## config.mk

```make
export PLATFORM = sky130hd
export DESIGN_NAME = vn_div_step
export DESIGN_NICKNAME = d
export VERILOG_FILES = /design/src/hdl/vn_pkg.sv /design/src/hdl/vn_div_step.sv
export SDC_FILE = /design/constraint.sdc
export NUM_CORES = 1
export LEC_CHECK = 0
export ABC_AREA = 1
export BUFFER_PORTS_ARGS = -buffer_cell sky130_fd_sc_hd__buf_2
export CORE_ASPECT_RATIO = 1.25
export CORE_MARGIN = 2
export CORE_UTILIZATION = 52
export DETAILED_ROUTE_END_ITERATION = 10
export GPL_TIMING_DRIVEN = 0
export PLACE_DENSITY_LB_ADDON = 0.15
export SYNTH_ARGS = -nofsm -noshare
export SYNTH_HDL_FRONTEND = slang
export SYNTH_SLANG_ARGS = --single-unit
export TNS_END_PERCENT = 10
```

## constraint.sdc

```tcl
create_clock -name vclk -period 2.58
set_input_delay 0.516 -clock vclk [all_inputs]
set_output_delay 0.516 -clock vclk [all_outputs]
set_load 0.01 [all_outputs]
```

## src/hdl/vn_pkg.sv

```systemverilog
// Package: widths, payload structs and pipeline stage types for the vector normaliser.
package vn_pkg;

    localparam int COMP_WIDTH     = 16;
    localparam int UNIT_FRAC_BITS = 14;
    localparam int LEN_FRAC_BITS  = 8;
    localparam int UNIT_OUT_WIDTH = 16;
    localparam int LEN_OUT_WIDTH  = 24;

    localparam int MAG_W       = COMP_WIDTH;
    localparam int SQ_W        = 2 * COMP_WIDTH;
    localparam int SUM_W       = 2 * COMP_WIDTH;
    localparam int LEN_W       = COMP_WIDTH + LEN_FRAC_BITS;
    localparam int ROOT_STAGES = LEN_W;
    localparam int REM_W       = LEN_W + 2;
    localparam int QUO_W       = UNIT_FRAC_BITS + 1;
    localparam int DIV_STAGES  = QUO_W;
    localparam int DREM_W      = LEN_W + 1;
    localparam int NUM_LANES   = 3;

    typedef struct packed {
        logic signed [COMP_WIDTH-1:0] comp_x;
        logic signed [COMP_WIDTH-1:0] comp_y;
        logic signed [COMP_WIDTH-1:0] comp_z;
    } t_vec_in;

    typedef struct packed {
        logic signed [UNIT_OUT_WIDTH-1:0] unit_x;
        logic signed [UNIT_OUT_WIDTH-1:0] unit_y;
        logic signed [UNIT_OUT_WIDTH-1:0] unit_z;
        logic [LEN_OUT_WIDTH-1:0]         length_q8;
        logic                             zero_vector;
    } t_vec_out;

    typedef struct packed {
        logic [SUM_W-1:0] s;
        logic [REM_W-1:0] rem;
        logic [LEN_W-1:0] root;
    } t_root_st;

    typedef struct packed {
        logic [DREM_W-1:0] rem;
        logic [QUO_W-1:0]  quo;
    } t_div_st;

endpackage

```

## src/hdl/vn_div_step.sv

```systemverilog
// One restoring division step of a lane: shift the remainder and settle one quotient bit.
module vn_div_step
    import vn_pkg::*;
(
    input  t_div_st          i_st,
    input  logic [LEN_W-1:0] i_den,
    output t_div_st          o_st
);

    logic [DREM_W-1:0] w_sh;
    logic              w_take;

    always_comb begin
        w_sh   = {i_st.rem[DREM_W-2:0], 1'b0};
        w_take = (w_sh >= {1'b0, i_den});
        o_st.rem = w_take ? (w_sh - {1'b0, i_den}) : w_sh;
        o_st.quo = {i_st.quo[QUO_W-2:0], w_take};
    end

endmodule

```

After elaboration in Yosys (flattened, before gate mapping)
Cells that the tools add are included.
{"block": "totals", "regBits": 0, "input_bits": 64, "output_inout_bits": 40, "wordCells": 3}
{"block": "op_classes", "addsub": 1, "n_lt_le_gt_ge": 1, "muxes": 1}
{"op": "greater-or-equal comparator 25 x 24 -> 1 bit", "n": 1}
{"op": "2-to-1 mux 25 bit", "n": 1}
{"op": "subtractor 25 x 24 -> 25 bit", "n": 1}

Longest topological paths before layout
{"block": "logic_depth", "ltp_word": 2, "depth_mapped": 14, "ltp_nobuf": 14}

Least setup slack after synthesis
OpenSTA, ideal clock, no wires.
{"block": "synth_path", "kind": "in2out", "start": "in i_den[16]", "end": "out o_st[15] (netlist name)", "t_arrival_ns": 1.851, "required_ns": 2.064, "path_slack_ns": 0.213, "cell_stages": 9, "path_buffers": 1, "path_cell_list": "inv_1 ha_1 nand2_2 nor2_4 inv_2 nor3_4 nand3b_4 buf_2 a21oi_1"}
{"element": "from (decl)", "line": "vn_div_step.sv:6", "rtl": "input logic [LEN_W-1:0] i_den,"}
{"element": "to (decl)", "line": "vn_div_step.sv:7", "rtl": "output t_div_st o_st"}

==> results by group <==
Final layout
  – Final non-filler cell total: 679
  – Area Growth Syn to Fin: 63.0%
  – Reg area: 0 um2
  – Layout cells sized above 1: 0.431
  – Nets: 710
  – Clock buffers: 0
  – ANT cells: 0
  – Seq_cells: 0

Critical path
  – Startpoint Class: input pin
  – Worst setup EP type: output pin
  – CP Class: in -> out
  – Cells along the critical path: buf_6 > inv_1 > fa_2 > inv_2 > nand3_1 > nand3_2 > nand2_1 > nand2_2 > nand2_1 > nand3_1 > nand2_1 > nand2_1 > nand2_1 > inv_1 > buf_2
  – Setup crit end: o_st[39]
  – Worst Path Max Fanout: 4
  – Top Family by Delay on Critical Path: simple AND/OR/NAND/NOR gates
  – Worst path max stage delay: 0.41 ns
  – Slowest CP cell: fa_2
  – Worst setup path start: i_st[15]
  – Critical path required time: 2.06 ns
  – Levels on crit path: 15
  – WP buf/inv: 5
  – Crit path top cell by count: nand2_1
  – Critical path arrival: 2.23 ns

Placement
  – # placed instances: 649
  – Post-place setup slack: -0.305 ns
  – HPWL Detailed: 6.47 mm
  – Number of buffers added on ports: 88
  – RD Place Congestion: 0.936

Power and ir drop
  – Switching pwr: 582 uW
  – Leak pwr: 0.00241 uW
  – Final Power: 1060 uW
  – Max VDD drop: 0.159 mV
  – Gate power share: 1.000
  – Int Pwr: 474 uW
  – PwrDens: 259 nW/um2
  – Sequential power share: 0
  – Clk network pwr share: 0
  – Switching fraction of total power: 0.551

Floorplan
  – Num rows: 28
  – DIE WIDTH: 66.1 um
  – I/O pin count: 104
  – Die area: 5390 um2
  – Initial Util: 0.534
  – Chip height: 81.6 um
  – Core area: 4690 um2

Timing
  – Slew HR: 0.827
  – Min cycle time layout: 2.75 ns
  – Post-layout worst setup margin: -0.166 ns
  – Unrepaired setup endpoints after global routing: yes
  – Final worst path period share: 1.06
  – Final Hold Fails: 0
  – WHS: 1.21 ns
  – Slew of the pin with the lowest slew margin: 0.259 ns
  – # setup viols final: 26
  – Max Slew Vio Count: 0
  – FMAX: 364 MHz

GRT
  – Number of global-route vias before repair: 3318
  – Total gr overflow: 0
  – Largest net degree at the start of global routing: 11
  – Initial antenna violation count: 0
  – GRT Total Usage: 0.323
  – First-pass GRT wire length: 13.8 mm

Synth
  – Synth Cell Area: 2500 um2
  – Post-Syn Nets: 590
  – Mapped Avg Cell Area: 5.00 um2
  – Unique masters post-synth: 28
  – Cell taking the most area after synthesis: nand2_1
  – Area fraction of the dominant cell type after synthesis: 0.307
  – Commonest cells post-synth: nand2_1 (205), inv_1 (116), nand3_1 (46), nor2_1 (25), ha_1 (24)
  – Most common cell in the netlist: nand2_1
  – Seq/Total Area, Yosys: 0
  – Dominant cells by area after synthesis: nand2_1 (31%), inv_1 (17%), ha_1 (12%)
  – Synth warnings: 0
  – Synth Instances: 501

Route
  – Vias per Instance: 5.33
  – Number of nets with antenna violations after routing: 0
  – Wirelength per Cell: 15.0 um
  – Drc violations: 0
  – Final wirelength: 10.2 mm
  – Router iterations before antenna repair: 5
  – Iter 0 DRT Violations: 220
  – Vias: 3616

Worst hold path
  – Worst Hold Class: in -> out
  – Hold path depth: 2

Status
  – Status: complete, but fails checks
  – Failing checks: setup timing

Clocking
  – Hold Buf Count CTS: 0

Flow run
  – Max-Cap Viols: 0
==> timing repair <==
item                       4_1_cts  5_1_grt
cloned                           2        0
pin swaps                       21       31
hold endpoints to repair         0        0
buffers inserted                19        9
gates resized for setup         93       71
setup endpoints to repair       26       26
==> area by class of cell <==
| class | count | area (um2) |
|---|---|---|
| tap | 60 | 75.1 |
| buffer | 21 | 193 |
| timing repair buffer | 118 | 855 |
| fill | 280 | 611 |
| inverter | 117 | 444 |
| multi-input combinational | 363 | 2520 |
==> power by group through the flow <==
stage                     Clock (uW)  Combinational, uW  Sequential (uW)
after global routing               0               1140                0
after detailed placement           0                717                0
after CTS                          0                921                0
after global placement             0                704                0
after floorplan                    0                498                0
final                              0               1060                0
==> cell usage in the layout, fill, tap and decap left out, types with 7 or more instances in the layout <==
master / instances
nand4_1: 7
inv_1: 99
nand3_2: 14
nand2_4: 15
buf_2: 76
nand3_1: 41
nor2_4: 8
inv_2: 16
nor2_1: 17
ha_4: 24
buf_4: 37
xor2_1: 8
a21oi_1: 10
buf_6: 15
nand2_1: 158
nand2_2: 34
==> cells by family (layout without fill, tap and decap cells) <==
family / Yosys count / after routing / share of synthesized area
buf+inv: 138 / 256 / 0.241
simple gates: 314 / 314 / 0.567
compound gates: 15 / 15 / 0.0325
fa+ha+maj: 25 / 25 / 0.128
xor+xnor: 9 / 9 / 0.0315
==> metal layers <==
metal / share of wire / track usage
met1: 0.36 / 0.338
met2: 0.53 / 0.648
met3: 0.053 / 0.0192
met4: 0.051 / 0.141
met5: 0 / 0
==> per-stage QoR <==
step           setup TNS, ns  utilization  instance area [um2]
2_1_floorplan              0            -                 2500
3_3_place_gp           -6.76        0.643                 3020
3_5_place_dp           -7.05        0.643                 3020
4_1_cts                -1.93        0.807                 3790
5_1_grt                -5.10        0.870                 4080
6_report               -3.42        0.870                 4080
==> how the worst min path moves through the flow <==
stage / startpoint / end
global placement: i_st[12] / o_st[13]
CTS: i_st[12] / o_st[13]
finish: i_st[9] / o_st[10]
floorplan: i_st[9] / o_st[10]
detailed placement: i_st[9] / o_st[10]
global route: i_st[3] / o_st[4]
Note: power is estimated with default switching activity, not from simulation.
