<file path="config.mk">
export PLATFORM = sky130hd
export DESIGN_NAME = vn_root_step
export DESIGN_NICKNAME = d
export VERILOG_FILES = /design/src/hdl/vn_pkg.sv /design/src/hdl/vn_root_step.sv
export SDC_FILE = /design/constraint.sdc
export NUM_CORES = 1
export LEC_CHECK = 0
export ABC_AREA = 1
export BUFFER_PORTS_ARGS = -buffer_cell sky130_fd_sc_hd__buf_2
export CAP_MARGIN = 5
export CORE_MARGIN = 8
export CORE_UTILIZATION = 30
export DETAILED_ROUTE_END_ITERATION = 8
export PLACE_DENSITY = 0.65
export SETUP_SLACK_MARGIN = 0.2
export SYNTH_ARGS = -nofsm -noshare
export SYNTH_HDL_FRONTEND = slang
export SYNTH_SLANG_ARGS = --single-unit
</file>
<file path="constraint.sdc">
create_clock -name vclk -period 6.4
set_clock_uncertainty 0.1 [all_clocks]
set_input_delay 1.92 -clock vclk [all_inputs]
set_output_delay 1.92 -clock vclk [all_outputs]
set_load 0.02 [all_outputs]
</file>
<file path="src/hdl/vn_pkg.sv">
// Package: widths, payload structs and pipeline stage types for the vector normaliser.
package vn_pkg;

    localparam int COMP_WIDTH     = 16;
    localparam int UNIT_FRAC_BITS = 14;
    localparam int LEN_FRAC_BITS  = 8;
    localparam int UNIT_OUT_WIDTH = 16;
    localparam int LEN_OUT_WIDTH  = 24;

    localparam int MAG_W       = COMP_WIDTH;
    localparam int SQ_W        = 2 * COMP_WIDTH;
    localparam int SUM_W       = 2 * COMP_WIDTH;
    localparam int LEN_W       = COMP_WIDTH + LEN_FRAC_BITS;
    localparam int ROOT_STAGES = LEN_W;
    localparam int REM_W       = LEN_W + 2;
    localparam int QUO_W       = UNIT_FRAC_BITS + 1;
    localparam int DIV_STAGES  = QUO_W;
    localparam int DREM_W      = LEN_W + 1;
    localparam int NUM_LANES   = 3;

    typedef struct packed {
        logic signed [COMP_WIDTH-1:0] comp_x;
        logic signed [COMP_WIDTH-1:0] comp_y;
        logic signed [COMP_WIDTH-1:0] comp_z;
    } t_vec_in;

    typedef struct packed {
        logic signed [UNIT_OUT_WIDTH-1:0] unit_x;
        logic signed [UNIT_OUT_WIDTH-1:0] unit_y;
        logic signed [UNIT_OUT_WIDTH-1:0] unit_z;
        logic [LEN_OUT_WIDTH-1:0]         length_q8;
        logic                             zero_vector;
    } t_vec_out;

    typedef struct packed {
        logic [SUM_W-1:0] s;
        logic [REM_W-1:0] rem;
        logic [LEN_W-1:0] root;
    } t_root_st;

    typedef struct packed {
        logic [DREM_W-1:0] rem;
        logic [QUO_W-1:0]  quo;
    } t_div_st;

endpackage

</file>
<file path="src/hdl/vn_root_step.sv">
// One restoring square-root digit: brings in the next bit pair and settles one root bit.
module vn_root_step
    import vn_pkg::*;
(
    input  t_root_st i_st,
    output t_root_st o_st
);

    logic [REM_W-1:0] w_cat;
    logic [REM_W-1:0] w_trial;
    logic             w_take;

    always_comb begin
        w_cat   = {i_st.rem[REM_W-3:0], i_st.s[SUM_W-1:SUM_W-2]};
        w_trial = {i_st.root, 2'b01};
        w_take  = (w_cat >= w_trial);
        o_st.s    = {i_st.s[SUM_W-3:0], 2'b00};
        o_st.rem  = w_take ? (w_cat - w_trial) : w_cat;
        o_st.root = {i_st.root[LEN_W-2:0], w_take};
    end

endmodule

</file>
* Word-level counts from Yosys, hierarchy flattened
Cells that the tools add are included.
Operators by class: shifts and indexed selects 0, reduce and logical (&&, ||, !) cells 0, $add $sub $neg 1, magnitude comparators 1, div/mod/pow operators 0, $mul 0, equality and inequality tests 0, muxes and demuxes 1, bitwise logic cells 0
Operator list (number):
- >= comparator 26 bit | 1
- 2-to-1 mux 26 bit | 1
- subtractor 26 bit | 1
Storage, ports and cells: memory bits (writable) 0, memories 0, register bits after elaboration 0, bits in latches 0, bits in read-only memories 0, input bits 82, word-level logic and storage cells 3, output and inout port bits 82

* Longest topological paths before layout
Gate-level depths: netlist of the first run.
word-level depth 2, mapped depth 13, depth with buffers taken out 13

* Worst setup path after synthesis of the first run
No wires, ideal clock.
path kind input to output, from input i_st[15] in the netlist's numbering, to output o_st[30] in the netlist's numbering, data arrival time 3541 ps, stages on the path 10, data required time 4380 ps, slack 839 ps, buffers on the path 1, cell sequence inv_1 > ha_1 > nand2_2 > inv_1 > a21oi_1 > nand2_1 > a21oi_4 > nand3_4 > buf_6 > o21ai_1
RTL lines:
- from (decl) | line vn_root_step.sv:5 | input t_root_st i_st,
- to (decl) | line vn_root_step.sv:6 | output t_root_st o_st

==> impl_metrics.yaml, run 1 <==
timing:
  min_period_ns: 5.85
  setup_viol: 0
  rsz0062_at_grt: "no"
  final.setup.tns_ns: 0
  fin_crit_sh_pct: 91.5
  setup_ws_ns: 0.546
  fmax_mhz: 171
  slew_violations: 0
  hold_viol: 0
synth:
  synth-compound-area-share_pct: 6.38
  synthCells: 563
  yosysWarnings: 0
  synth_cell_type_count: 30
  netlist_area_um2: 2920
  synth_xor_area_share_pct: 4.20
  ys_seq_area_share_pct: 0
  synth_top_family_by_area: "simple AND/OR/NAND/NOR gates"
  syn_area_per_cell_um2: 5.19
  synthTopCellsByArea: "nand2_1 (26%), inv_1 (16%), buf_4 (14%)"
  yosys.area_share.simple_pct: 45.6
  yosysMostFrequentCell: "nand2_1"
  synth-adder-area-share_pct: 11.1
  muxShareOfSynthArea_pct: 0
  yosys.area.top_type: "nand2_1"
  synth_top_area_share_pct: 26.3
  yosys-top-cells-count: "nand2_1 (205), inv_1 (128), buf_4 (56), nor2_1 (28)"
finish:
  syn2layout_area_growth_pct: 8.69
  seq_cells: 0
  antennaDiodeCount: 0
  regArea_um2: 0
  nClkBuffers: 0
  nFillCells: 1156
  layout-drive-gt1-share_pct: 21.6
  final_nets: 717
  finish.utilization_pct: 33.1
status:
  status: "finished, final reports clean"
detailed_routing:
  vias_per_cell: 4.19
  dr_wl_met3_um: 427
  postRouteAntennaNets: 0
  wl_met1_mm: 3.83
  drt_wl_total_mm: 8.37
  drc_errors: 0
  vias: 3102
  drtIter0Drc: 111
  wl_met2_mm: 4.07
  top_layer_used: "met4"
  firstDrtPassIters: 4
  wl_per_cell_um: 11.3
worst_setup_path:
  cp-endpoint: "o_st[26]"
  worstSetupStartpointType: "primary input"
  path_buf_inv: 4
  crit_slowest_cell: "ha_1"
  startpoint: "i_st[17]"
  critPathMaxFanout: 13
  cpPeakStageDelay_ns: 0.38
  worst_path_dominant_cell_family: "simple AND/OR/NAND/NOR gates"
  cp.depth: 13
  crit_chain: "buf_2 > inv_1 > ha_1 > nand2_1 > nor2_2 > nand2_1 > nor2_2 > nand3_4 > nand3_4 > buf_4 > nand2_1 > o21ai_2 > buf_2"
  path_class: "in2out"
  crit_top_cell: "nand2_1"
  cp.required_ns: 4.38
  end_kind: "output port"
  cp.arrival_ns: 3.83
clock_network:
  cts_setup_buffers: 0
  cts_resized: 0
  holdBufCountCts: 0
pwr:
  p_leak_nw: 2.15
  powerDensity_nw_per_um2: 106
  peakVddDrop_v: 0.0000303
worst_hold_path:
  hp-class: "in2out"
place:
  portBuffers: 100
  gp_congestion: 0.938
  dp_hpwl_mm: 7.44
  dp_slack_ns: 0.513
floorplan:
  start_util_pct: 30.5
  core_area_um2: 9590
  dieArea_um2: 13200
  die_width_um: 115
  io_pins: 164
  rows: 36
  die_y_um: 115
grt:
  grt_pass1_wl_mm: 13.9
  grt_pass1_vias: 3136
  grt_max_degree: 20
  grt-ovfl-total: 0
  grt_usage_pct: 12.4
  antenna_found_initial: 0
job:
  cap_violations: 0
power by group:
group | internal (W) | switching [W] | total, W
logic | 0.000119 | 0.000219 | 0.000338
registers | 0 | 0 | 0
clock network | 0 | 0 | 0
total | 0.000119 | 0.000219 | 0.000338
area by class of cell:
class | count | area (um^2) | area share [%]
Multi-Input combinational cell | 373 | 1980 | 62.2
Timing Repair Buffer | 105 | 551 | 17.3
Inverter | 129 | 484 | 15.2
Tap cell | 133 | 166 | 5.24
worst min-delay path by stage:
stage	from	end	slack (ns)	depth (start not counted)
floorplan	i_st[9]	o_st[10]	3.85	1
global placement	i_st[52]	o_st[54]	3.74	0
detailed placement	i_st[52]	o_st[54]	3.74	0
CTS	i_st[52]	o_st[54]	3.74	0
global route	i_st[50]	o_st[52]	3.74	0
finish	i_st[53]	o_st[55]	3.74	0
per-stage QoR:
| step | power, W | hold slack (ns) | instance area [um^2] | std cells |
|---|---|---|---|---|
| floorplan | 0.000279 | 3.85 | 2930 | 564 |
| global placement | 0.000341 | 3.74 | 3180 | 740 |
| detailed placement | 0.000342 | 3.74 | 3180 | 740 |
| CTS | 0.000343 | 3.74 | 3180 | 740 |
| global route | 0.000383 | 3.74 | 3180 | 740 |
| finish | 0.000338 | 3.74 | 3180 | 740 |
logic make-up (layout without fill, tap and decap cells):
| family | after synthesis | after routing |
|---|---|---|
| buf+inv | 191 | 234 |
| xor+xnor | 14 | 14 |
| fa+ha+maj | 26 | 26 |
| other cells | 1 | 2 |
| simple gates | 303 | 303 |
| compound gates | 28 | 28 |
layer usage:
layer | GRT usage, % | vias up
met5 | 0 | -
met4 | 0.876 | 0
met3 | 1.64 | 4
met2 | 23.3 | 66
met1 | 15.1 | 1297
li1 | - | 1735
layout by cell type, fill, tap and decap left out, types with 2 or more instances in the layout:
cell | Yosys | routed
buf_2 | 1 | 100
o21ai_1 | 2 | 2
o21ai_0 | 2 | 2
nand2_1 | 205 | 205
a21oi_1 | 13 | 13
nand3_1 | 26 | 26
o21ai_2 | 8 | 8
o21bai_1 | 2 | 2
xor2_1 | 13 | 13
nand3b_1 | 4 | 4
buf_4 | 56 | 4
nor2_1 | 28 | 28
inv_1 | 128 | 128
ha_1 | 26 | 26
nand3_4 | 2 | 2
nand2_2 | 5 | 5
nand4_1 | 23 | 23
conb_1 | 1 | 2
nor2_2 | 4 | 4
Note: power is estimated with default switching activity, not from simulation.
==> run 2: changes to the inputs <==
- CAP_MARGIN: 5 -> 20
- CELL_PAD_IN_SITES_DETAIL_PLACEMENT: not set -> 0
- CELL_PAD_IN_SITES_GLOBAL_PLACEMENT: not set -> 2
- CORE_UTILIZATION: 30 -> 22
- PLACE_DENSITY: 0.65 -> 0.95
==> impl_metrics.yaml, run 2 (same netlist as run 1, synthesis figures left out) <==
pwr:
  p_leak_nw: 2.15
  powerDensity_nw_per_um2: 107
  peakVddDrop_v: 0.0000274
job:
  cap_violations: 0
finish:
  fin_area_um2: 3240
  regArea_um2: 0
  antennaDiodeCount: 0
  layout-drive-gt1-share_pct: 21.5
  fin_cells: 782
  most-common-layout-cells: "nand2_1 (205), inv_1 (128), buf_2 (100), nor2_1 (28)"
  mostFrequentLayoutCell: "nand2_1"
  nClkBuffers: 0
  seq_cells: 0
  syn2layout_area_growth_pct: 10.7
  final_nets: 716
worst_hold_path:
  hold_depth: 0
  hp-class: "in2out"
floorplan:
  start_util_pct: 22.3
  io_pins: 164
  core_area_um2: 13100
  dieArea_um2: 17200
  rows: 42
  die_width_um: 131
  die_y_um: 131
worst_setup_path:
  end_kind: "output port"
  path_class: "in2out"
  worstSetupStartpointType: "primary input"
  critPathMaxFanout: 17
  cp.required_ns: 4.38
  cp.arrival_ns: 3.93
timing:
  slew_violations: 0
  fmax_mhz: 168
  final.setup.tns_ns: 0
  holdWs_ns: 3.74
  fin_crit_sh_pct: 92.9
  hold_viol: 0
  min_period_ns: 5.95
  setup_viol: 0
  rsz0062_at_grt: "no"
place:
  dp_hpwl_mm: 8.24
  portBuffers: 100
  post_dp_cell_area_um2: 3240
  dp_cells: 782
  gp_congestion: 0.854
detailed_routing:
  firstDrtPassIters: 4
  wl_per_cell_um: 11.8
  vias_per_cell: 4.02
  vias: 3142
  drt_wl_total_mm: 9.27
  drc_errors: 0
  drtIter0Drc: 151
  postRouteAntennaNets: 0
grt:
  antenna_found_initial: 0
  grt-ovfl-total: 0
  grt_pass1_wl_mm: 15.6
  grt_usage_pct: 10.5
  grt_max_degree: 23
  grt_pass1_vias: 3253
clock_network:
  cts_resized: 0
  cts_setup_buffers: 0
  holdBufCountCts: 0
status:
  status: "finished, final reports clean"
[run 2: cell count changes in the layout (fill, tap and decap cells not counted)]
cell    before  now
buf_4        4    2
buf_12       1    2
[run 2: path summary, 6_finish.rpt]
path	end	slack, ns	startpoint
worst max-delay path	o_st[45]	0.45	i_st[19]
worst min-delay path	o_st[52]	3.74	i_st[50]
[run 2: stage by stage]
stage / setup slack (ns) / util, % / power (W)
detailed placement: 0.424 / 24.7 / 0.000351
global route: 0.237 / 24.7 / 0.000392
CTS: 0.414 / 24.7 / 0.000353
floorplan: 0.839 / - / 0.000279
finish: 0.451 / 24.7 / 0.000346
global placement: 0.405 / 24.7 / 0.000351
[run 2: critical path: stages]
cell and delay, ns:
buf_2 0.08, inv_1 0.04, ha_1 0.38, nand2_1 0.13
nor2_1 0.23, nand2_1 0.12, nor2_2 0.16, nand2_4 0.18
nand3_4 0.16, buf_12 0.16, nand3_1 0.12, nand2_1 0.08
buf_2 0.16
[run 2: layout make-up]
cell class                      count  area, um^2
Inverter                          129         484
Multi-Input combinational cell    373        1980
Timing Repair Buffer              104         556
Tap cell                          176         220
Fill cell                        1579        9850
[run 2: power breakdown]
part	total, W	leakage (nW)	internal [W]	switching, W
registers	0	0	0	0
clock network	0	0	0	0
logic	0.000346	2.15	0.000121	0.000225
total	0.000346	2.15	0.000121	0.000225
[run 2: layer usage]
layer	wire length [um]	global-route usage, %
met1	4400	13.1
met2	4490	19.6
met4	2	0.128
met3	374	1.41
met5	0	0
